==> src/design/hpc_pkg.sv <==
package hpc_pkg;

    localparam logic [3:0] PREFIX_BYTES = 4'd10;
    localparam logic [15:0] ETHERTYPE_IPV4 = 16'h0800;
    localparam logic [7:0] PROTO_TCP = 8'd6;
    localparam logic [7:0] ETH_HEADER = 8'd14;

    localparam logic [63:0] PATTERN_HEAD_RESET = 64'h4745_5420_2F62_6C6F;
    localparam logic [15:0] PATTERN_TAIL_RESET = 16'h636B;
    localparam logic [3:0] PATTERN_LENGTH_RESET = 4'd10;
    localparam logic [15:0] MIN_PAYLOAD_RESET = 16'd7;

    typedef enum logic [1:0] {
        CFG_PATTERN_HEAD,
        CFG_PATTERN_TAIL,
        CFG_PATTERN_LENGTH,
        CFG_MIN_PAYLOAD
    } cfg_index_t;

    typedef enum logic [2:0] {
        R_MATCH,
        R_NOT_IPV4,
        R_NOT_TCP,
        R_BAD_IHL,
        R_SHORT_PAYLOAD,
        R_MISMATCH,
        R_TRUNCATED
    } reason_t;

    typedef struct packed {
        logic [63:0] pattern_head;
        logic [15:0] pattern_tail;
        logic [3:0]  pattern_length;
        logic [15:0] min_payload;
    } cfg_t;

    typedef struct packed {
        logic        keep;
        reason_t     reason;
        logic [7:0]  payload_start;
    } result_t;

    function automatic logic [3:0] prefix_len(input logic [3:0] len);
        return (len > PREFIX_BYTES) ? PREFIX_BYTES : len;
    endfunction

    function automatic logic [7:0] pattern_byte(input logic [63:0] head,
                                                input logic [15:0] tail,
                                                input logic [3:0] k);
        logic [63:0] shifted;
        shifted = head << {k[2:0], 3'b000};
        if (k < 4'd8) begin
            return shifted[63:56];
        end else if (k == 4'd8) begin
            return tail[15:8];
        end else begin
            return tail[7:0];
        end
    endfunction

endpackage

==> src/design/http_prefix_packet_classifier.sv <==
// Classifies Ethernet frames carrying IPv4/TCP by the first bytes of the TCP payload.
// Input channel (s_): one frame byte per transfer, starting at the destination MAC
// address, with s_last_byte marking the final byte of the frame.
// Result channel (m_): one transfer per frame, issued for its last byte, giving keep,
// a reason code and the byte offset of the TCP payload.
// Configuration channel (cfg_): writes the prefix, its length and the minimum payload
// length by register index; it is always ready and should be used between frames.
// A last byte passes the input register and then the result register, which drives
// m_valid. Every byte is registered at the input, and the header capture, prefix compare
// and decision are made from the input register straight into the result register.
// Throughput is one byte per cycle, set by the single registered parsing pass, but
// when the receiver stalls with a result pending, non-last bytes keep flowing; the
// next last byte waits in the input register until the pending result is transferred.
// A synchronous reset restores the default prefix and limits, empties both registers
// and clears the per-frame state, so the next byte is taken as the start of a frame.
module http_prefix_packet_classifier (
    input  logic        aclk,
    input  logic        aresetn,
    input  logic        s_valid,
    output logic        s_ready,
    input  logic [7:0]  s_packet_byte,
    input  logic        s_last_byte,
    output logic        m_valid,
    input  logic        m_ready,
    output logic        m_keep,
    output logic [2:0]  m_reason,
    output logic [7:0]  m_payload_start,
    input  logic        cfg_valid,
    output logic        cfg_ready,
    input  logic [1:0]  cfg_index,
    input  logic [63:0] cfg_data
);

    hpc_pkg::cfg_t    cfg;
    hpc_pkg::result_t res;
    logic             in_valid;
    logic [7:0]       in_byte;
    logic             in_last;
    logic             out_free;
    logic             take;

    assign take = in_valid && (!in_last || out_free);

    hpc_cfg_regs u_cfg (
        .aclk      (aclk),
        .aresetn   (aresetn),
        .cfg_valid (cfg_valid),
        .cfg_ready (cfg_ready),
        .cfg_index (cfg_index),
        .cfg_data  (cfg_data),
        .cfg       (cfg)
    );

    hpc_in_reg u_in (
        .aclk          (aclk),
        .aresetn       (aresetn),
        .s_valid       (s_valid),
        .s_ready       (s_ready),
        .s_packet_byte (s_packet_byte),
        .s_last_byte   (s_last_byte),
        .take          (take),
        .in_valid      (in_valid),
        .in_byte       (in_byte),
        .in_last       (in_last)
    );

    hpc_frame_parser u_parser (
        .aclk    (aclk),
        .aresetn (aresetn),
        .step    (take),
        .byte_in (in_byte),
        .last_in (in_last),
        .cfg     (cfg),
        .res     (res)
    );

    hpc_result_reg u_out (
        .aclk            (aclk),
        .aresetn         (aresetn),
        .load            (take && in_last),
        .res             (res),
        .out_free        (out_free),
        .m_valid         (m_valid),
        .m_ready         (m_ready),
        .m_keep          (m_keep),
        .m_reason        (m_reason),
        .m_payload_start (m_payload_start)
    );

endmodule

==> src/design/hpc_cfg_regs.sv <==
module hpc_cfg_regs (
    input  logic                   aclk,
    input  logic                   aresetn,
    input  logic                   cfg_valid,
    output logic                   cfg_ready,
    input  logic [1:0]             cfg_index,
    input  logic [63:0]            cfg_data,
    output hpc_pkg::cfg_t          cfg
);

    hpc_pkg::cfg_t cfg_reg;
    hpc_pkg::cfg_t cfg_next;

    assign cfg_ready = 1'b1;
    assign cfg = cfg_reg;

    always_comb begin
        cfg_next = cfg_reg;
        if (cfg_valid) begin
            unique case (hpc_pkg::cfg_index_t'(cfg_index))
                hpc_pkg::CFG_PATTERN_HEAD:   cfg_next.pattern_head = cfg_data;
                hpc_pkg::CFG_PATTERN_TAIL:   cfg_next.pattern_tail = cfg_data[15:0];
                hpc_pkg::CFG_PATTERN_LENGTH: cfg_next.pattern_length = cfg_data[3:0];
                hpc_pkg::CFG_MIN_PAYLOAD:    cfg_next.min_payload = cfg_data[15:0];
                default:                     cfg_next = cfg_reg;
            endcase
        end
    end

    always_ff @(posedge aclk) begin
        if (!aresetn) begin
            cfg_reg.pattern_head <= hpc_pkg::PATTERN_HEAD_RESET;
            cfg_reg.pattern_tail <= hpc_pkg::PATTERN_TAIL_RESET;
            cfg_reg.pattern_length <= hpc_pkg::PATTERN_LENGTH_RESET;
            cfg_reg.min_payload <= hpc_pkg::MIN_PAYLOAD_RESET;
        end else begin
            cfg_reg <= cfg_next;
        end
    end

endmodule

==> src/design/hpc_in_reg.sv <==
module hpc_in_reg (
    input  logic       aclk,
    input  logic       aresetn,
    input  logic       s_valid,
    output logic       s_ready,
    input  logic [7:0] s_packet_byte,
    input  logic       s_last_byte,
    input  logic       take,
    output logic       in_valid,
    output logic [7:0] in_byte,
    output logic       in_last
);

    logic       valid_reg;
    logic [7:0] byte_reg;
    logic       last_reg;

    assign s_ready = !valid_reg || take;
    assign in_valid = valid_reg;
    assign in_byte = byte_reg;
    assign in_last = last_reg;

    always_ff @(posedge aclk) begin
        if (!aresetn) begin
            valid_reg <= 1'b0;
        end else if (s_ready) begin
            valid_reg <= s_valid;
        end
    end

    always_ff @(posedge aclk) begin
        if (s_valid && s_ready) begin
            byte_reg <= s_packet_byte;
            last_reg <= s_last_byte;
        end
    end

endmodule

==> src/design/hpc_frame_parser.sv <==
module hpc_frame_parser (
    input  logic             aclk,
    input  logic             aresetn,
    input  logic             step,
    input  logic [7:0]       byte_in,
    input  logic             last_in,
    input  hpc_pkg::cfg_t    cfg,
    output hpc_pkg::result_t res
);

    logic [15:0]      pos_reg, pos_next;
    logic [15:0]      ether_reg, ether_next;
    logic [3:0]       ihl_reg, ihl_next;
    logic [15:0]      total_reg, total_next;
    logic [3:0]       thw_reg, thw_next;
    logic             tcp_seen_reg, tcp_seen_next;
    logic             prefix_ok_reg, prefix_ok_next;
    hpc_pkg::reason_t fail_reg, fail_next;
    logic [7:0]       start_reg, start_next;

    logic [3:0]       plen;
    logic [7:0]       offpos;
    logic             capture;
    logic [7:0]       start_new;
    logic [16:0]      diff;
    logic             in_window;
    logic [3:0]       k;
    logic             cmp_en;
    logic             mismatch;
    logic [16:0]      n;
    logic [17:0]      plength;
    logic [16:0]      need;
    hpc_pkg::reason_t reason;

    always_comb begin
        plen = hpc_pkg::prefix_len(cfg.pattern_length);

        ether_next = ether_reg;
        ihl_next = ihl_reg;
        total_next = total_reg;
        fail_next = fail_reg;
        if (pos_reg == 16'd12) begin
            ether_next = {byte_in, ether_reg[7:0]};
        end else if (pos_reg == 16'd13) begin
            ether_next = {ether_reg[15:8], byte_in};
        end else if (pos_reg == 16'd14) begin
            ihl_next = byte_in[3:0];
        end else if (pos_reg == 16'd16) begin
            total_next = {byte_in, total_reg[7:0]};
        end else if (pos_reg == 16'd17) begin
            total_next = {total_reg[15:8], byte_in};
        end else if (pos_reg == 16'd23) begin
            priority if (ether_reg != hpc_pkg::ETHERTYPE_IPV4) begin
                fail_next = hpc_pkg::R_NOT_IPV4;
            end else if (byte_in != hpc_pkg::PROTO_TCP) begin
                fail_next = hpc_pkg::R_NOT_TCP;
            end else if (ihl_reg < 4'd5) begin
                fail_next = hpc_pkg::R_BAD_IHL;
            end else begin
                fail_next = hpc_pkg::R_MATCH;
            end
        end

        offpos = 8'd26 + {2'b00, ihl_reg, 2'b00};
        capture = (pos_reg > 16'd14) && (ihl_reg >= 4'd5)
                  && (pos_reg == {8'd0, offpos}) && !tcp_seen_reg;
        start_new = hpc_pkg::ETH_HEADER + {2'b00, ihl_reg, 2'b00}
                    + {2'b00, byte_in[7:4], 2'b00};
        thw_next = capture ? byte_in[7:4] : thw_reg;
        start_next = capture ? start_new : start_reg;
        tcp_seen_next = tcp_seen_reg || capture;

        diff = {1'b0, pos_reg} - {9'd0, start_reg};
        in_window = tcp_seen_reg && !diff[16] && (diff[15:0] < {12'd0, plen});
        k = capture ? 4'd0 : diff[3:0];
        cmp_en = in_window || (capture && (byte_in[7:4] == 4'd3) && (plen != 4'd0));
        mismatch = cmp_en
                   && (byte_in != hpc_pkg::pattern_byte(cfg.pattern_head,
                                                        cfg.pattern_tail, k));
        prefix_ok_next = prefix_ok_reg && !mismatch
                         && !(capture && (byte_in[7:4] < 4'd3));

        pos_next = (pos_reg == 16'hFFFF) ? pos_reg : pos_reg + 16'd1;

        n = {1'b0, pos_reg} + 17'd1;
        plength = {2'b00, total_next} - {12'd0, ihl_next, 2'b00}
                  - {12'd0, thw_next, 2'b00};
        need = {9'd0, start_next} + {13'd0, plen};

        priority if (n < 17'd14) begin
            reason = hpc_pkg::R_TRUNCATED;
        end else if (ether_next != hpc_pkg::ETHERTYPE_IPV4) begin
            reason = hpc_pkg::R_NOT_IPV4;
        end else if (n < 17'd24) begin
            reason = hpc_pkg::R_TRUNCATED;
        end else if (fail_next != hpc_pkg::R_MATCH) begin
            reason = fail_next;
        end else if (!tcp_seen_next) begin
            reason = hpc_pkg::R_TRUNCATED;
        end else if ($signed(plength) < $signed({2'b00, cfg.min_payload})) begin
            reason = hpc_pkg::R_SHORT_PAYLOAD;
        end else if (n < need) begin
            reason = hpc_pkg::R_TRUNCATED;
        end else if (!prefix_ok_next) begin
            reason = hpc_pkg::R_MISMATCH;
        end else begin
            reason = hpc_pkg::R_MATCH;
        end

        res.keep = (reason == hpc_pkg::R_MATCH);
        res.reason = reason;
        res.payload_start = tcp_seen_next ? start_next : 8'd0;
    end

    always_ff @(posedge aclk) begin
        if (!aresetn || (step && last_in)) begin
            pos_reg <= 16'd0;
            ether_reg <= 16'd0;
            ihl_reg <= 4'd0;
            total_reg <= 16'd0;
            thw_reg <= 4'd0;
            tcp_seen_reg <= 1'b0;
            prefix_ok_reg <= 1'b1;
            fail_reg <= hpc_pkg::R_MATCH;
            start_reg <= 8'd0;
        end else if (step) begin
            pos_reg <= pos_next;
            ether_reg <= ether_next;
            ihl_reg <= ihl_next;
            total_reg <= total_next;
            thw_reg <= thw_next;
            tcp_seen_reg <= tcp_seen_next;
            prefix_ok_reg <= prefix_ok_next;
            fail_reg <= fail_next;
            start_reg <= start_next;
        end
    end

    assert property (@(posedge aclk) disable iff (!aresetn)
        step && last_in |=> pos_reg == 16'd0 && tcp_seen_reg == 1'b0)
        else $error("Frame state not cleared after the last byte.");

    assert property (@(posedge aclk) disable iff (!aresetn)
        !prefix_ok_reg |-> tcp_seen_reg)
        else $error("Prefix failure recorded before the data offset was seen.");

    assert property (@(posedge aclk) disable iff (!aresetn)
        tcp_seen_reg |-> start_reg >= 8'd34 && ihl_reg >= 4'd5)
        else $error("Payload start inconsistent with the captured header lengths.");

    assert property (@(posedge aclk) disable iff (!aresetn)
        step && last_in && res.keep |-> tcp_seen_next && prefix_ok_next)
        else $error("Frame kept without a seen and matching payload prefix.");

endmodule

==> src/design/hpc_result_reg.sv <==
module hpc_result_reg (
    input  logic             aclk,
    input  logic             aresetn,
    input  logic             load,
    input  hpc_pkg::result_t res,
    output logic             out_free,
    output logic             m_valid,
    input  logic             m_ready,
    output logic             m_keep,
    output logic [2:0]       m_reason,
    output logic [7:0]       m_payload_start
);

    logic             valid_reg;
    hpc_pkg::result_t res_reg;

    assign out_free = !valid_reg || m_ready;
    assign m_valid = valid_reg;
    assign m_keep = res_reg.keep;
    assign m_reason = res_reg.reason;
    assign m_payload_start = res_reg.payload_start;

    always_ff @(posedge aclk) begin
        if (!aresetn) begin
            valid_reg <= 1'b0;
        end else if (load) begin
            valid_reg <= 1'b1;
        end else if (m_ready) begin
            valid_reg <= 1'b0;
        end
    end

    always_ff @(posedge aclk) begin
        if (load) begin
            res_reg <= res;
        end
    end

    assert property (@(posedge aclk) disable iff (!aresetn)
        load |-> out_free)
        else $error("Result loaded over one that has not been transferred.");

endmodule
==> config.mk <==
export PLATFORM = sky130hd
export DESIGN_NAME = http_prefix_packet_classifier
export DESIGN_NICKNAME = d
export VERILOG_FILES = /design/src/design/hpc_pkg.sv /design/src/design/http_prefix_packet_classifier.sv /design/src/design/hpc_cfg_regs.sv /design/src/design/hpc_in_reg.sv /design/src/design/hpc_frame_parser.sv /design/src/design/hpc_result_reg.sv
export SDC_FILE = /design/constraint.sdc
export NUM_CORES = 1
export LEC_CHECK = 0
export BUFFER_PORTS_ARGS = -buffer_cell sky130_fd_sc_hd__buf_2
export CAP_MARGIN = 20
export CORE_ASPECT_RATIO = 1.25
export CORE_MARGIN = 3
export CORE_UTILIZATION = 40
export DETAILED_ROUTE_END_ITERATION = 10
export PLACE_DENSITY = 0.66
export SETUP_SLACK_MARGIN = 0.05
export SLEW_MARGIN = 20
export SYNTH_ARGS = -nofsm -noshare
export SYNTH_HDL_FRONTEND = slang
export SYNTH_SLANG_ARGS = --single-unit
export TNS_END_PERCENT = 20
==> constraint.sdc <==
create_clock -name aclk -period 7.9 [get_ports aclk]
set_clock_uncertainty 0.05 [all_clocks]
set_input_delay 0.395 -clock aclk [delete_from_list [all_inputs] [get_ports aclk]]
set_output_delay 0.395 -clock aclk [all_outputs]
set_load 0.02 [all_outputs]
After elaboration in Yosys (flattened, before gate mapping)
Index checks and enable logic that the tools add are counted.
Widths: inputs -> output; s select.
{ "totals": {"ff_bits": 192, "input_bits": 80} }
{ "classes": {"n_addsub": 9, "magnitude_cmp": 11, "n_eq_ne": 17, "n_shift": 1, "mux": 35, "n_bitwise": 1, "reduce_logical": 38} }
{ "ops": {"columns": ["cell", "count"], "rows": [
  ["$mux 16", 5],
  ["$shl 64x6->64", 1],
  ["$eq 16x4->1 const B", 3],
  ["$eq 16x5->1 const B", 3],
  ["$mux 3", 16],
  ["$mux 8", 5],
  ["$ne 16x12->1 const B", 2],
  ["$mux 4", 6],
  ["$lt 18x17->1", 1],
  ["$sub 18x6->18", 1],
  ["$add 16x1->17 const B", 1],
  ["$lt 17x17->1", 1],
  ["$lt 17x4->1 const B", 1],
  ["$lt 17x5->1 const B", 1],
  ["$sub 16x6->17", 1],
  ["$sub 16x8->17", 1],
  ["$add 16x1->16 const B", 1],
  ["$eq 16x16->1 const B", 1],
  ["$eq 16x8->1", 1],
  ["$gt 16x4->1 const B", 1],
  ["$lt 16x4->1", 1],
  ["$logic_and 1x1->1", 14],
  ["$reduce_and 2->1", 5],
  ["$add 8x4->9", 1],
  ["24 further kinds", 38]
]} }

Longest topological paths before layout
Gate-level depths: netlist (run 1).
{ "logic_depth": {"ltp_word": 22, "depth_mapped": 32, "depth_no_buf": 29} }

Hierarchy
A second synthesis (run 1) with hierarchy kept.
{ "unflattened": {"hier_cells": 1457, "hier_area_um2": 12580.8} }
{ "by_module_without_submodules": {"columns": ["module", "n_inst", "cells_each", "area_each_um2"], "rows": [
  ["hpc_frame_parser", 1, 1006, 7631.1],
  ["hpc_cfg_regs", 1, 418, 4194.0],
  ["hpc_result_reg", 1, 16, 409.1],
  ["hpc_in_reg", 1, 14, 327.8],
  ["http_prefix_packet_classifier", 1, 3, 18.8]
]} }

Least setup slack after synthesis (run 1)
No wires, ideal clock.
{ "synth_path": {"path_kind": "flip-flop to flip-flop", "from": "register u_parser.pos_reg[1]", "to": "register u_out.res_reg, in the netlist u_out.m_keep, data pin", "arrival_time_ps": 6022, "t_required_ps": 7594, "path_slack_ps": 1572, "path_stages_with_launch": 27, "path_cell_list": "dfxtp_1 > inv_1 > ha_1 > or4bb_1 > nor4_1 > buf_2 > mux2_2 > ha_1 > clkbuf_1 > nand2b_1 > nor2_1 > mux2_1 > a311oi_1 > xor2_1 > and4_1 > nand4_1 > nor2b_1 > maj3_1 > nand2_1 > xor2_1 > ha_1 > o2111ai_1 > o21ai_0 > o21ba_1 > o41ai_1 > a211oi_1 > o211a_1"} }
{ "synth_rtl": {"columns": ["element", "line", "text"], "rows": [
  ["start, declared", "hpc_frame_parser.sv:11", "logic [15:0] pos_reg, pos_next;"],
  ["start signal, assigned", "hpc_frame_parser.sv:127", "pos_reg <= pos_next;"],
  ["end signal, assigned", "hpc_result_reg.sv:35", "res_reg <= res;"],
  ["end, declared", "hpc_result_reg.sv:15", "hpc_pkg::result_t res_reg;"]
]} }

==> metrics.log, run 1 <==
[metrics] result of the run: completed
[metrics] post-synth cell types: 86
[metrics] worst r2r src: u_parser.pos_reg[1]
[metrics] GRT Overall Usage: 21.6%
[metrics] portion of total power attributed to combinational logic: 16.0%
[metrics] full die area: 30700 µm²
[metrics] startpoint kind of the worst setup timing path: flip-flop
[metrics] number of DRC markers after the initial detailed-route iteration: 759
[metrics] slew at the pin with the worst max-slew slack: 1.02 ns
[metrics] TritonCTS clock tree: done
[metrics] critical path arrival: 7.21 ns
[metrics] storage element area: 4050 µm²
[metrics] standard cell core area: 27900 µm²
[metrics] Internal Pwr Total: 1.60 mW
[metrics] maximum clock path buffer count: 2
[metrics] diode count: 0
[metrics] commonest cells after routing, fill and taps aside: 284 x sky130_fd_sc_hd__nand2_1, 171 x sky130_fd_sc_hd__dfxtp_1, 100 x sky130_fd_sc_hd__nor2_1
[metrics] number of placed I/O pins: 95
[metrics] leakage power: 5.18 nW
[metrics] total number of vias: 10100
[metrics] endpoint class of the critical path: flip-flop
[metrics] fraction of layout instances using a drive strength above 1: 12.5%
[metrics] most common cell after layout, fill and taps aside: sky130_fd_sc_hd__nand2_1
[metrics] number of synthesized register bits: 192
[metrics] number of warnings issued by yosys: 0
[metrics] top cells by area in the synthesized netlist: sky130_fd_sc_hd__dfxtp_1 30%, sky130_fd_sc_hd__nand2_1 9.3%, sky130_fd_sc_hd__ha_1 6.3%, sky130_fd_sc_hd__edfxtp_1 5.5%, sky130_fd_sc_hd__mux2i_1 4.5%
[metrics] smallest hold slack: 0.0755 ns
[metrics] Mapped Cells: 1410
[metrics] number of pins exceeding their max-slew limit in the final report: 0
[metrics] Final GP Congestion: 0.929
[metrics] net switching power figure: 637 µW
[metrics] final worst-path cycle share: 89.5%
[metrics] Detailed Place HPWL: 24500 µm
[metrics] wire length of the first global-routing pass: 52100 µm
[metrics] Synth Area per Inst: 8.13 µm²
[metrics] area of combinational cells with multiple inputs: 6830 µm²
[metrics] Worst Path Class, Setup: flip-flop to flip-flop
[metrics] launching element of the worst setup path: u_parser.pos_reg[1]
[metrics] Detailed Route WL: 33000 µm
[metrics] Highest Clock Rate: 141 MHz
[metrics] clk slew on worst S/H paths: 0.07 ns
[metrics] fraction of power consumed by sequential logic: 46.4%
[metrics] die boundary height: 195 µm
[metrics] clock group share of total power: 37.7%
[metrics] CTS root buffer: sky130_fd_sc_hd__clkbuf_16
[metrics] power per cell area: 176 nW/µm²
[metrics] DRC errors left: 0
[metrics] worst vdd ir: 0.151 mV
[metrics] relative max-transition margin: 31.6%
[metrics] vias in the first global route: 9681
[metrics] Reg-to-Reg End: u_out.m_reason[2]
[metrics] number of flip-flops in the largest register: 100
[metrics] growth of design area from synthesis to finish: 10.9%
[metrics] final-report hold violation count: 0
[metrics] total clock sinks: 192
[metrics] sequential area share after synthesis: 35.4%
[metrics] horizontal extent of the die: 157 µm
[metrics] number of nets with antenna violations after detailed routing: 0
[metrics] worst-case reg-to-reg path depth: 24
[metrics] Hold/Removal Path Class: input pin to flip-flop
[metrics] Worst Hold Depth: 1
[metrics] fraction of registers with async set or reset after synthesis: 0%
[metrics] Row Count: 68
[metrics] hold buffer count at cts: 0
[metrics] insertion delay to the later sink of the worst-skew pair: 0.45 ns
[metrics] Layout Nets: 1592
[metrics] Starting Density: 41.1%
[metrics] Register-to-Register Setup Slack: 0.83 ns
[metrics] share of the synthesized area in the top cell type: 29.9%
[metrics] Gates resized, CTS repair: 0
[metrics] Avg WL per Cell: 18.2 µm
[metrics] number of filler instances in the final layout: 2750
[metrics] maximum fanout count along the critical path: 10
[metrics] Maximum Capacitance Violations: 0
[metrics] Setup Total Neg Slack: 0 ns
[metrics] sw frac: 28.5%
[metrics] worst endpoint required time: 8.04 ns
[metrics] time the worst path needs with I/O delays and setup: 7.07 ns
[metrics] pin count of the biggest net entering global routing: 102
[metrics] predominant post-synthesis flop cell: sky130_fd_sc_hd__dfxtp_1
[metrics] total grt overflow: 0
[metrics] RSZ-0062 raised after global routing: false
[metrics] capture point of the worst path: u_out.m_reason[2]
[metrics] first-pass iteration count of the detailed router: 5
[metrics] buffers added on ports: 93
[metrics] via density per instance: 5.57
[metrics] Net Count, Synth: 1553
[metrics] H-tree depth: 4
[metrics] antenna violations before repair: 0
[metrics] synthesized area: 11500 µm²
[metrics] library cell occupying the most area in the post-synthesis netlist: sky130_fd_sc_hd__dfxtp_1
[metrics] number of setup buffers added after CTS: 0
[metrics] final setup violation count: 0
[metrics] TritonCTS Buffers: 17
[metrics] number of enable-type register cells in the synthesized netlist: 21
-- worst min-delay path by stage --
stage	endpoint	slack (ns)	start
finish	u_in.in_byte[5]	0.08	s_packet_byte[5]
global route	u_in.in_byte[4]	0.06	s_packet_byte[4]
CTS	u_in.in_byte[7]	0.06	s_packet_byte[7]
detailed placement	u_parser.total_reg[1]	0.40	u_parser.total_reg[1]
global placement	u_parser.thw_reg[3]	0.39	u_parser.thw_reg[3]
floorplan	u_parser.thw_reg[2]	0.38	u_parser.thw_reg[2]
-- stage by stage --
stage	power [mW]	std cells	util [%]	setup slack [ns]	instance area [µm²]
after CTS	2.26	1812	45.5	0.811	12700
final	2.24	1812	45.6	0.826	12700
after detailed placement	1.42	1780	43.5	0.860	12100
after global routing	2.34	1812	45.6	0.320	12700
after floorplan	1.31	1410	-	1.57	11500
after global placement	1.41	1780	43.5	1.00	12100
-- Yosys cell counts (12+ instances only) --
cell / instances
sky130_fd_sc_hd__o21ai_0: 38
sky130_fd_sc_hd__clkbuf_1: 70
sky130_fd_sc_hd__inv_1: 63
sky130_fd_sc_hd__xor2_1: 35
sky130_fd_sc_hd__nand3_1: 62
sky130_fd_sc_hd__a211oi_1: 16
sky130_fd_sc_hd__a21oi_1: 74
sky130_fd_sc_hd__dfxtp_1: 171
sky130_fd_sc_hd__a21boi_0: 58
sky130_fd_sc_hd__edfxtp_1: 21
sky130_fd_sc_hd__ha_1: 58
sky130_fd_sc_hd__nor4_1: 12
sky130_fd_sc_hd__nand2_1: 285
sky130_fd_sc_hd__mux2i_1: 51
sky130_fd_sc_hd__nor2b_1: 19
sky130_fd_sc_hd__nand2b_1: 14
sky130_fd_sc_hd__a21o_1: 14
sky130_fd_sc_hd__nor2_1: 100
sky130_fd_sc_hd__xnor2_1: 28
sky130_fd_sc_hd__nor3_1: 19
-- layer usage --
metal,track usage [%],part of all wire (%),vias up
met4,9.10,3.9,0
met5,0,0,-
met3,3.33,4.3,68
met1,26.4,42,4781
li1,-,-,4950
met2,37.4,50,289
-- area by class of cell --
type | count | area share [%]
Inverter | 64 | 1.89
Multi-Input combinational cell | 1065 | 53.7
Clock inverter | 11 | 0.787
Sequential cell | 192 | 31.9
Tap cell | 350 | 3.44
Clock buffer | 21 | 3.70
Timing Repair Buffer | 109 | 4.60
-- power by group through the flow --
stage | sequential (mW) | combinational, mW | clock (mW)
floorplan | 1.05 | 0.260 | 0
global placement | 1.06 | 0.350 | 0
detailed placement | 1.06 | 0.355 | 0
CTS | 1.04 | 0.358 | 0.862
global route | 1.04 | 0.404 | 0.900
finish | 1.04 | 0.358 | 0.843
-- worst max-delay path: stages (launching register included) --
cell and delay [ns]:
sky130_fd_sc_hd__dfxtp_1 0.51, sky130_fd_sc_hd__inv_1 0.14, sky130_fd_sc_hd__ha_1 0.29, sky130_fd_sc_hd__or4bb_1 0.51, sky130_fd_sc_hd__nor4_2 0.54, sky130_fd_sc_hd__mux2_2 0.42
sky130_fd_sc_hd__ha_1 0.44, sky130_fd_sc_hd__nand2b_1 0.15, sky130_fd_sc_hd__nor2_1 0.05, sky130_fd_sc_hd__mux2_1 0.30, sky130_fd_sc_hd__a311oi_1 0.47, sky130_fd_sc_hd__xor2_1 0.38
sky130_fd_sc_hd__and4_1 0.32, sky130_fd_sc_hd__nand4_1 0.17, sky130_fd_sc_hd__nor2b_1 0.26, sky130_fd_sc_hd__maj3_1 0.19, sky130_fd_sc_hd__nand2_1 0.06, sky130_fd_sc_hd__xor2_1 0.16
sky130_fd_sc_hd__ha_1 0.30, sky130_fd_sc_hd__o2111ai_1 0.10, sky130_fd_sc_hd__o21ai_0 0.15, sky130_fd_sc_hd__o21ba_1 0.21, sky130_fd_sc_hd__nor4b_2 0.34, sky130_fd_sc_hd__and3b_1 0.23
sky130_fd_sc_hd__o31ai_1 0.09
-- cell families after synthesis --
| group | Yosys count | synth area share (%) |
|---|---|---|
| compound gates | 273 | 15.7 |
| mux | 70 | 7.10 |
| simple gates | 591 | 24.1 |
| buf+inv | 153 | 5.26 |
| flops | 192 | 35.4 |
| other cells | 1 | 0.0327 |
| fa+ha+maj | 65 | 7.39 |
| xor+xnor | 65 | 5.10 |
Note: power is estimated with default switching activity, not from simulation.
==> run 2, diff against run 1 <==
--- a/config.mk
+++ b/config.mk
@@ -7,11 +7,13 @@
 export LEC_CHECK = 0
 export BUFFER_PORTS_ARGS = -buffer_cell sky130_fd_sc_hd__buf_2
 export CAP_MARGIN = 20
+export CELL_PAD_IN_SITES_DETAIL_PLACEMENT = 1
+export CELL_PAD_IN_SITES_GLOBAL_PLACEMENT = 2
 export CORE_ASPECT_RATIO = 1.25
 export CORE_MARGIN = 3
-export CORE_UTILIZATION = 40
+export CORE_UTILIZATION = 37
 export DETAILED_ROUTE_END_ITERATION = 10
-export PLACE_DENSITY = 0.66
+export PLACE_DENSITY = 0.9
 export SETUP_SLACK_MARGIN = 0.05
 export SLEW_MARGIN = 20
 export SYNTH_ARGS = -nofsm -noshare
==> metrics.log, run 2 (synthesized netlist as in run 1, its figures left out) <==
[metrics] growth of design area from synthesis to finish: 12.1%
[metrics] Final GP Congestion: 0.857 (-7.8%)
[metrics] Highest Clock Rate: 142 MHz (+0.37%)
[metrics] number of nets with antenna violations after detailed routing: 0 (unchanged)
[metrics] fraction of power consumed by sequential logic: 44.3% (-2.1 points)
[metrics] Internal Pwr Total: 1.63 mW (+1.5%)
[metrics] Worst Path Class, Setup: flip-flop to flip-flop
[metrics] TritonCTS clock tree: done
[metrics] worst vdd ir: 0.108 mV (-29%)
[metrics] smallest hold slack: 0.0648 ns (-0.0107 ns)
[metrics] Detailed Route WL: 35600 µm (+8.0%)
[metrics] maximum clock path buffer count: 2 (unchanged)
[metrics] Row Count: 71 (+4.4%)
[metrics] horizontal extent of the die: 163 µm (+3.8%)
[metrics] Setup Total Neg Slack: 0 ns (unchanged)
[metrics] final-report hold violation count: 0 (unchanged)
[metrics] full die area: 33200 µm² (+7.8%)
[metrics] die boundary height: 203 µm (+3.9%)
[metrics] net switching power figure: 720 µW (+13%)
[metrics] number of pins exceeding their max-slew limit in the final report: 0 (unchanged)
[metrics] Detailed Place HPWL: 26900 µm (+9.5%)
[metrics] H-tree depth: 4 (unchanged)
[metrics] worst setup slack before clock tree synthesis: 0.938 ns (+0.0779 ns)
[metrics] most common cell after layout, fill and taps aside: sky130_fd_sc_hd__nand2_1
[metrics] RSZ-0062 raised after global routing: false
[metrics] launching element of the worst setup path: u_parser.pos_reg[1]
[metrics] capture point of the worst path: u_out.m_keep
[metrics] Register-to-Register Setup Slack: 0.85 ns (+0.03 ns)
[metrics] startpoint kind of the worst setup timing path: flip-flop
[metrics] pin count of the biggest net entering global routing: 106 (+3.9%)
[metrics] buffers added on ports: 93 (unchanged)
[metrics] antenna violations before repair: 0 (unchanged)
[metrics] final setup violation count: 0 (unchanged)
[metrics] endpoint class of the critical path: flip-flop
[metrics] Hold/Removal Path Class: input pin to flip-flop
[metrics] Gates resized, CTS repair: 0 (unchanged)
[metrics] portion of total power attributed to combinational logic: 15.7% (-0.3 points)
[metrics] final worst-path cycle share: 89.2% (-0.33 points)
[metrics] utilization after layout: 42.4% (-3.1 points)
[metrics] result of the run: completed
[metrics] CTS root buffer: sky130_fd_sc_hd__clkbuf_16
[metrics] leakage power: 5.21 nW (+0.70%)
[metrics] DRC errors left: 0 (unchanged)
[metrics] worst endpoint required time: 8.06 ns (+0.02 ns)
[metrics] final cell count without fillers: 1864 (+2.9%)
[metrics] worst r2r src: u_parser.pos_reg[1]
[metrics] Starting Density: 37.9% (-3.2 points)
[metrics] maximum fanout count along the critical path: 11 (+1)
[metrics] vias in the first global route: 10500 (+8.6%)
[metrics] sw frac: 30.7% (+2.2 points)
[metrics] TritonCTS Buffers: 17 (unchanged)
[metrics] total grt overflow: 0 (unchanged)
[metrics] Layout Nets: 1593 (+0.063%)
[metrics] number of DRC markers after the initial detailed-route iteration: 458 (-40%)
[metrics] critical path arrival: 7.21 ns (about the same)
[metrics] number of setup buffers added after CTS: 0 (unchanged)
[metrics] time the worst path needs with I/O delays and setup: 7.05 ns (-0.0258 ns)
[metrics] worst-case reg-to-reg path depth: 25 (+4.2%)
[metrics] Avg WL per Cell: 19.1 µm (+5.0%)
[metrics] total number of vias: 10100 (-0.099%)
[metrics] GRT Overall Usage: 21.7% (+0.14 points)
[metrics] total non-filler cell area in the finished layout: 12900 µm² (+1.1%)
[metrics] instance count after placement with tap cells included: 1832 (+2.9%)
[metrics] overall power consumption: 2.35 mW (+4.8%)
[metrics] relative max-transition margin: 32.0% (+0.45 points)
[metrics] standard cell core area: 30300 µm² (+8.5%)
[metrics] number of placed I/O pins: 95 (unchanged)
[metrics] insertion delay to the later sink of the worst-skew pair: 0.45 ns (about the same)
[metrics] clock group share of total power: 40.1% (+2.4 points)
[metrics] power per cell area: 182 nW/µm² (+3.6%)
[metrics] first-pass iteration count of the detailed router: 4 (-1)
[metrics] Reg-to-Reg End: u_out.m_keep
[metrics] hold buffer count at cts: 0 (unchanged)
[metrics] slew at the pin with the worst max-slew slack: 1.02 ns (-0.00302 ns)
[metrics] fraction of layout instances using a drive strength above 1: 12.6% (+0.060 points)
[metrics] wire length of the first global-routing pass: 57000 µm (+9.4%)
[metrics] via density per instance: 5.41 (-2.9%)
[metrics] setup slack after layout: 0.852 ns (+0.0258 ns)
[metrics] commonest cells after routing, fill and taps aside: 284 x sky130_fd_sc_hd__nand2_1, 171 x sky130_fd_sc_hd__dfxtp_1, 100 x sky130_fd_sc_hd__nor2_1
[metrics] total clock sinks: 192 (unchanged)
[metrics] clk slew on worst S/H paths: 0.09 ns (+0.02 ns)
[metrics] number of flip-flops in the largest register: 100 (unchanged)
[metrics] Placed Area: 12200 µm² (+0.59%)
[metrics] diode count: 0 (unchanged)
[metrics] Maximum Capacitance Violations: 0 (unchanged)
run 2: critical path, cell delays in order (launching register included):
cell and delay [ns]:
sky130_fd_sc_hd__dfxtp_1 0.51, sky130_fd_sc_hd__inv_1 0.14, sky130_fd_sc_hd__ha_1 0.29, sky130_fd_sc_hd__or4bb_1 0.51, sky130_fd_sc_hd__nor4_2 0.16, sky130_fd_sc_hd__buf_4 0.26, sky130_fd_sc_hd__mux2_2 0.37, sky130_fd_sc_hd__ha_1 0.45
sky130_fd_sc_hd__nand2b_1 0.17, sky130_fd_sc_hd__nor2_1 0.05, sky130_fd_sc_hd__mux2_1 0.31, sky130_fd_sc_hd__a311oi_1 0.49, sky130_fd_sc_hd__xor2_1 0.37, sky130_fd_sc_hd__and4_1 0.32, sky130_fd_sc_hd__nand4_1 0.19, sky130_fd_sc_hd__nor2b_1 0.26
sky130_fd_sc_hd__maj3_1 0.19, sky130_fd_sc_hd__nand2_1 0.07, sky130_fd_sc_hd__xor2_1 0.16, sky130_fd_sc_hd__ha_1 0.30, sky130_fd_sc_hd__o2111ai_1 0.10, sky130_fd_sc_hd__o21ai_0 0.15, sky130_fd_sc_hd__o21ba_1 0.21, sky130_fd_sc_hd__o41ai_1 0.40
sky130_fd_sc_hd__a211oi_1 0.17, sky130_fd_sc_hd__o211a_1 0.15
run 2: layer usage:
metal  vias up  share of wire, %  GRT usage (%)
met5         -                 0              0
met1      4904                44           26.7
met4         0               3.9           9.25
li1       4952                 -              -
met2       157                50           37.9
met3        65               2.4           2.80
run 2: power by group through the flow:
stage | Sequential (mW) | Combinational, mW | Clock [mW]
after global placement | 1.06 | 0.356 | 0
final | 1.04 | 0.367 | 0.939
after floorplan | 1.05 | 0.260 | 0
after global routing | 1.04 | 0.414 | 0.997
after CTS | 1.04 | 0.369 | 0.962
after detailed placement | 1.06 | 0.366 | 0
run 2: cell type report:
type                            instances  area, µm²
Multi-Input combinational cell       1065       6820
Sequential cell                       192       4050
Fill cell                            3653      17400
Timing Repair Buffer                  110        593
Inverter                               64        240
Tap cell                              401        502
Clock buffer                           18        450
Clock inverter                         14        193
run 2: worst min path at each step:
| stage | startpoint | endpoint | depth (start not counted) |
|---|---|---|---|
| after global routing | s_packet_byte[7] | u_in.in_byte[7] | 1 |
| after CTS | s_packet_byte[7] | u_in.in_byte[7] | 1 |
| after detailed placement | u_parser.thw_reg[0] | u_parser.thw_reg[0] | 2 |
| final | s_packet_byte[1] | u_in.in_byte[1] | 1 |
| after global placement | u_parser.start_reg[2] | u_parser.start_reg[2] | 2 |
| after floorplan | u_parser.thw_reg[2] | u_parser.thw_reg[2] | 2 |
==> run 3, diff against run 2 <==
==> constraint.sdc (replaced) <==
create_clock -name aclk -period 7.93 [get_ports aclk]
set_clock_uncertainty 0.05 [all_clocks]
set_input_delay 0.3965 -clock aclk [delete_from_list [all_inputs] [get_ports aclk]]
set_output_delay 0.3965 -clock aclk [all_outputs]
set_load 0.02 [all_outputs]
==> metrics.log, run 3 (synthesized netlist as in run 1, its figures left out) <==
[metrics] pin count of the biggest net entering global routing: 106 (unchanged)
[metrics] final worst-path cycle share: 89.4% (+0.14 points)
[metrics] maximum single-stage delay on the critical path: 0.51 ns (about the same)
[metrics] startpoint kind of the worst setup timing path: flip-flop
[metrics] insertion delay to the later sink of the worst-skew pair: 0.45 ns (about the same)
[metrics] endpoint class of the critical path: flip-flop
[metrics] instance count after placement with tap cells included: 1832 (unchanged)
[metrics] total number of vias: 10100 (+0.42%)
[metrics] DRC errors left: 0 (unchanged)
[metrics] time the worst path needs with I/O delays and setup: 7.09 ns (+0.0380 ns)
[metrics] fraction of layout instances using a drive strength above 1: 12.6% (unchanged)
[metrics] diode count: 0 (unchanged)
[metrics] hold buffer count at cts: 0 (unchanged)
[metrics] number of flip-flops in the largest register: 100 (unchanged)
[metrics] die boundary height: 203 µm (unchanged)
[metrics] number of placed I/O pins: 95 (unchanged)
[metrics] Worst Path Class, Setup: flip-flop to flip-flop
[metrics] Worst Hold Depth: 1 (unchanged)
[metrics] worst vdd ir: 0.105 mV (-3.0%)
[metrics] leakage power: 5.21 nW (about the same)
[metrics] Hold/Removal Path Class: input pin to flip-flop
[metrics] horizontal extent of the die: 163 µm (unchanged)
[metrics] worst-case reg-to-reg path depth: 25 (unchanged)
[metrics] growth of design area from synthesis to finish: 12.1% (about the same)
[metrics] Maximum Capacitance Violations: 0 (unchanged)
[metrics] Starting Density: 37.9% (unchanged)
[metrics] standard cell core area: 30300 µm² (unchanged)
[metrics] clk slew on worst S/H paths: 0.08 ns (about the same)
[metrics] vias in the first global route: 10500 (+0.14%)
[metrics] TritonCTS Buffers: 17 (unchanged)
[metrics] Setup Total Neg Slack: 0 ns (unchanged)
[metrics] Row Count: 71 (unchanged)
[metrics] utilization after layout: 42.4% (about the same)
[metrics] total clock sinks: 192 (unchanged)
[metrics] total grt overflow: 0 (unchanged)
[metrics] number of setup buffers added after CTS: 0 (unchanged)
[metrics] H-tree depth: 4 (unchanged)
[metrics] Final GP Congestion: 0.856 (about the same)
[metrics] result of the run: completed
[metrics] Detailed Route WL: 35700 µm (+0.33%)
[metrics] GRT Overall Usage: 21.7% (about the same)
[metrics] crit path buf inv count: 2 (unchanged)
[metrics] full die area: 33200 µm² (unchanged)
[metrics] CTS root buffer: sky130_fd_sc_hd__clkbuf_16
[metrics] cell depth of the worst setup path: 25 (unchanged)
[metrics] first-pass iteration count of the detailed router: 4 (unchanged)
[metrics] relative max-transition margin: 33.6% (+1.5 points)
[metrics] slew at the pin with the worst max-slew slack: 0.997 ns (-0.0230 ns)
[metrics] number of DRC markers after the initial detailed-route iteration: 534 (+17%)
[metrics] via density per instance: 5.43 (+0.42%)
[metrics] overall power consumption: 2.33 mW (-0.44%)
[metrics] maximum clock path buffer count: 2 (unchanged)
[metrics] RSZ-0062 raised after global routing: false
[metrics] final setup violation count: 0 (unchanged)
[metrics] number of pins exceeding their max-slew limit in the final report: 0 (unchanged)
[metrics] smallest hold slack: 0.0655 ns (+0.000713 ns)
[metrics] Highest Clock Rate: 141 MHz (-0.54%)
[metrics] Gates resized, CTS repair: 0 (unchanged)
[metrics] wire length of the first global-routing pass: 57100 µm (+0.19%)
[metrics] Layout Nets: 1593 (unchanged)
[metrics] final-report hold violation count: 0 (unchanged)
[metrics] worst endpoint required time: 8.09 ns (+0.03 ns)
[metrics] maximum fanout count along the critical path: 11 (unchanged)
[metrics] final cell count without fillers: 1864 (unchanged)
[metrics] TritonCTS clock tree: done
[metrics] number of nets with antenna violations after detailed routing: 0 (unchanged)
[metrics] Avg WL per Cell: 19.2 µm (+0.33%)
[metrics] critical path arrival: 7.25 ns (+0.04 ns)
[metrics] antenna violations before repair: 0 (unchanged)
[metrics] largest delay contributor family on the critical path: simple AND/OR/NAND/NOR gates
[metrics] power per cell area: 182 nW/µm² (-0.46%)
[metrics] buffers added on ports: 93 (unchanged)
[metrics] number of filler instances in the final layout: 3627 (-0.71%)
[metrics] cell type of the slowest stage on the worst timing path: sky130_fd_sc_hd__dfxtp_1
[metrics] most common cell type on the critical path: sky130_fd_sc_hd__ha_1
[metrics] commonest cells after routing, fill and taps aside: 284 x sky130_fd_sc_hd__nand2_1, 171 x sky130_fd_sc_hd__dfxtp_1, 100 x sky130_fd_sc_hd__nor2_1
[metrics] Detailed Place HPWL: 26800 µm (about the same)
[metrics] most common cell after layout, fill and taps aside: sky130_fd_sc_hd__nand2_1
run 3: worst paths after layout:
check                           slack [ns]                   to           startpoint
worst min-delay path                  0.07      u_in.in_byte[1]     s_packet_byte[1]
worst max-delay path                  0.84         u_out.m_keep  u_parser.pos_reg[1]
worst max register to register        0.84         u_out.m_keep  u_parser.pos_reg[1]
worst min register to register        0.41  u_parser.thw_reg[0]  u_parser.thw_reg[0]
run 3: metrics by stage:
stage | cell area [µm²] | worst slack [ns]
floorplan | 11500 | 1.60
global placement | 12200 | 1.24
detailed placement | 12200 | 0.978
CTS | 12900 | 0.882
global route | 12900 | 0.420
finish | 12900 | 0.844
run 3: cell type report:
type / instances / area (µm²) / area share [%]
timing repair buffer: 110 / 593 / 4.61
clock buffer: 18 / 450 / 3.50
clock inverter: 14 / 195 / 1.52
sequential: 192 / 4050 / 31.5
multi-input combinational: 1065 / 6820 / 53.1
tap: 401 / 502 / 3.90
inverter: 64 / 240 / 1.87
run 3: per-layer routing:
layer	wire length, µm	part of all wire (%)	vias up	track usage [%]
met3	1050	2.9	67	3.00
met4	1350	3.8	0	8.88
li1	-	-	4940	-
met1	15300	43	4926	26.3
met5	0	0	-	0
met2	18000	50	187	38.5
run 3: power by group:
group | total, mW | leakage [nW] | switching, mW | internal (mW)
Sequential | 1.03 | 1.60 | 0.0260 | 1.01
Clock | 0.933 | 0.311 | 0.475 | 0.458
Combinational | 0.368 | 3.30 | 0.216 | 0.152
Total | 2.33 | 5.21 | 0.716 | 1.62
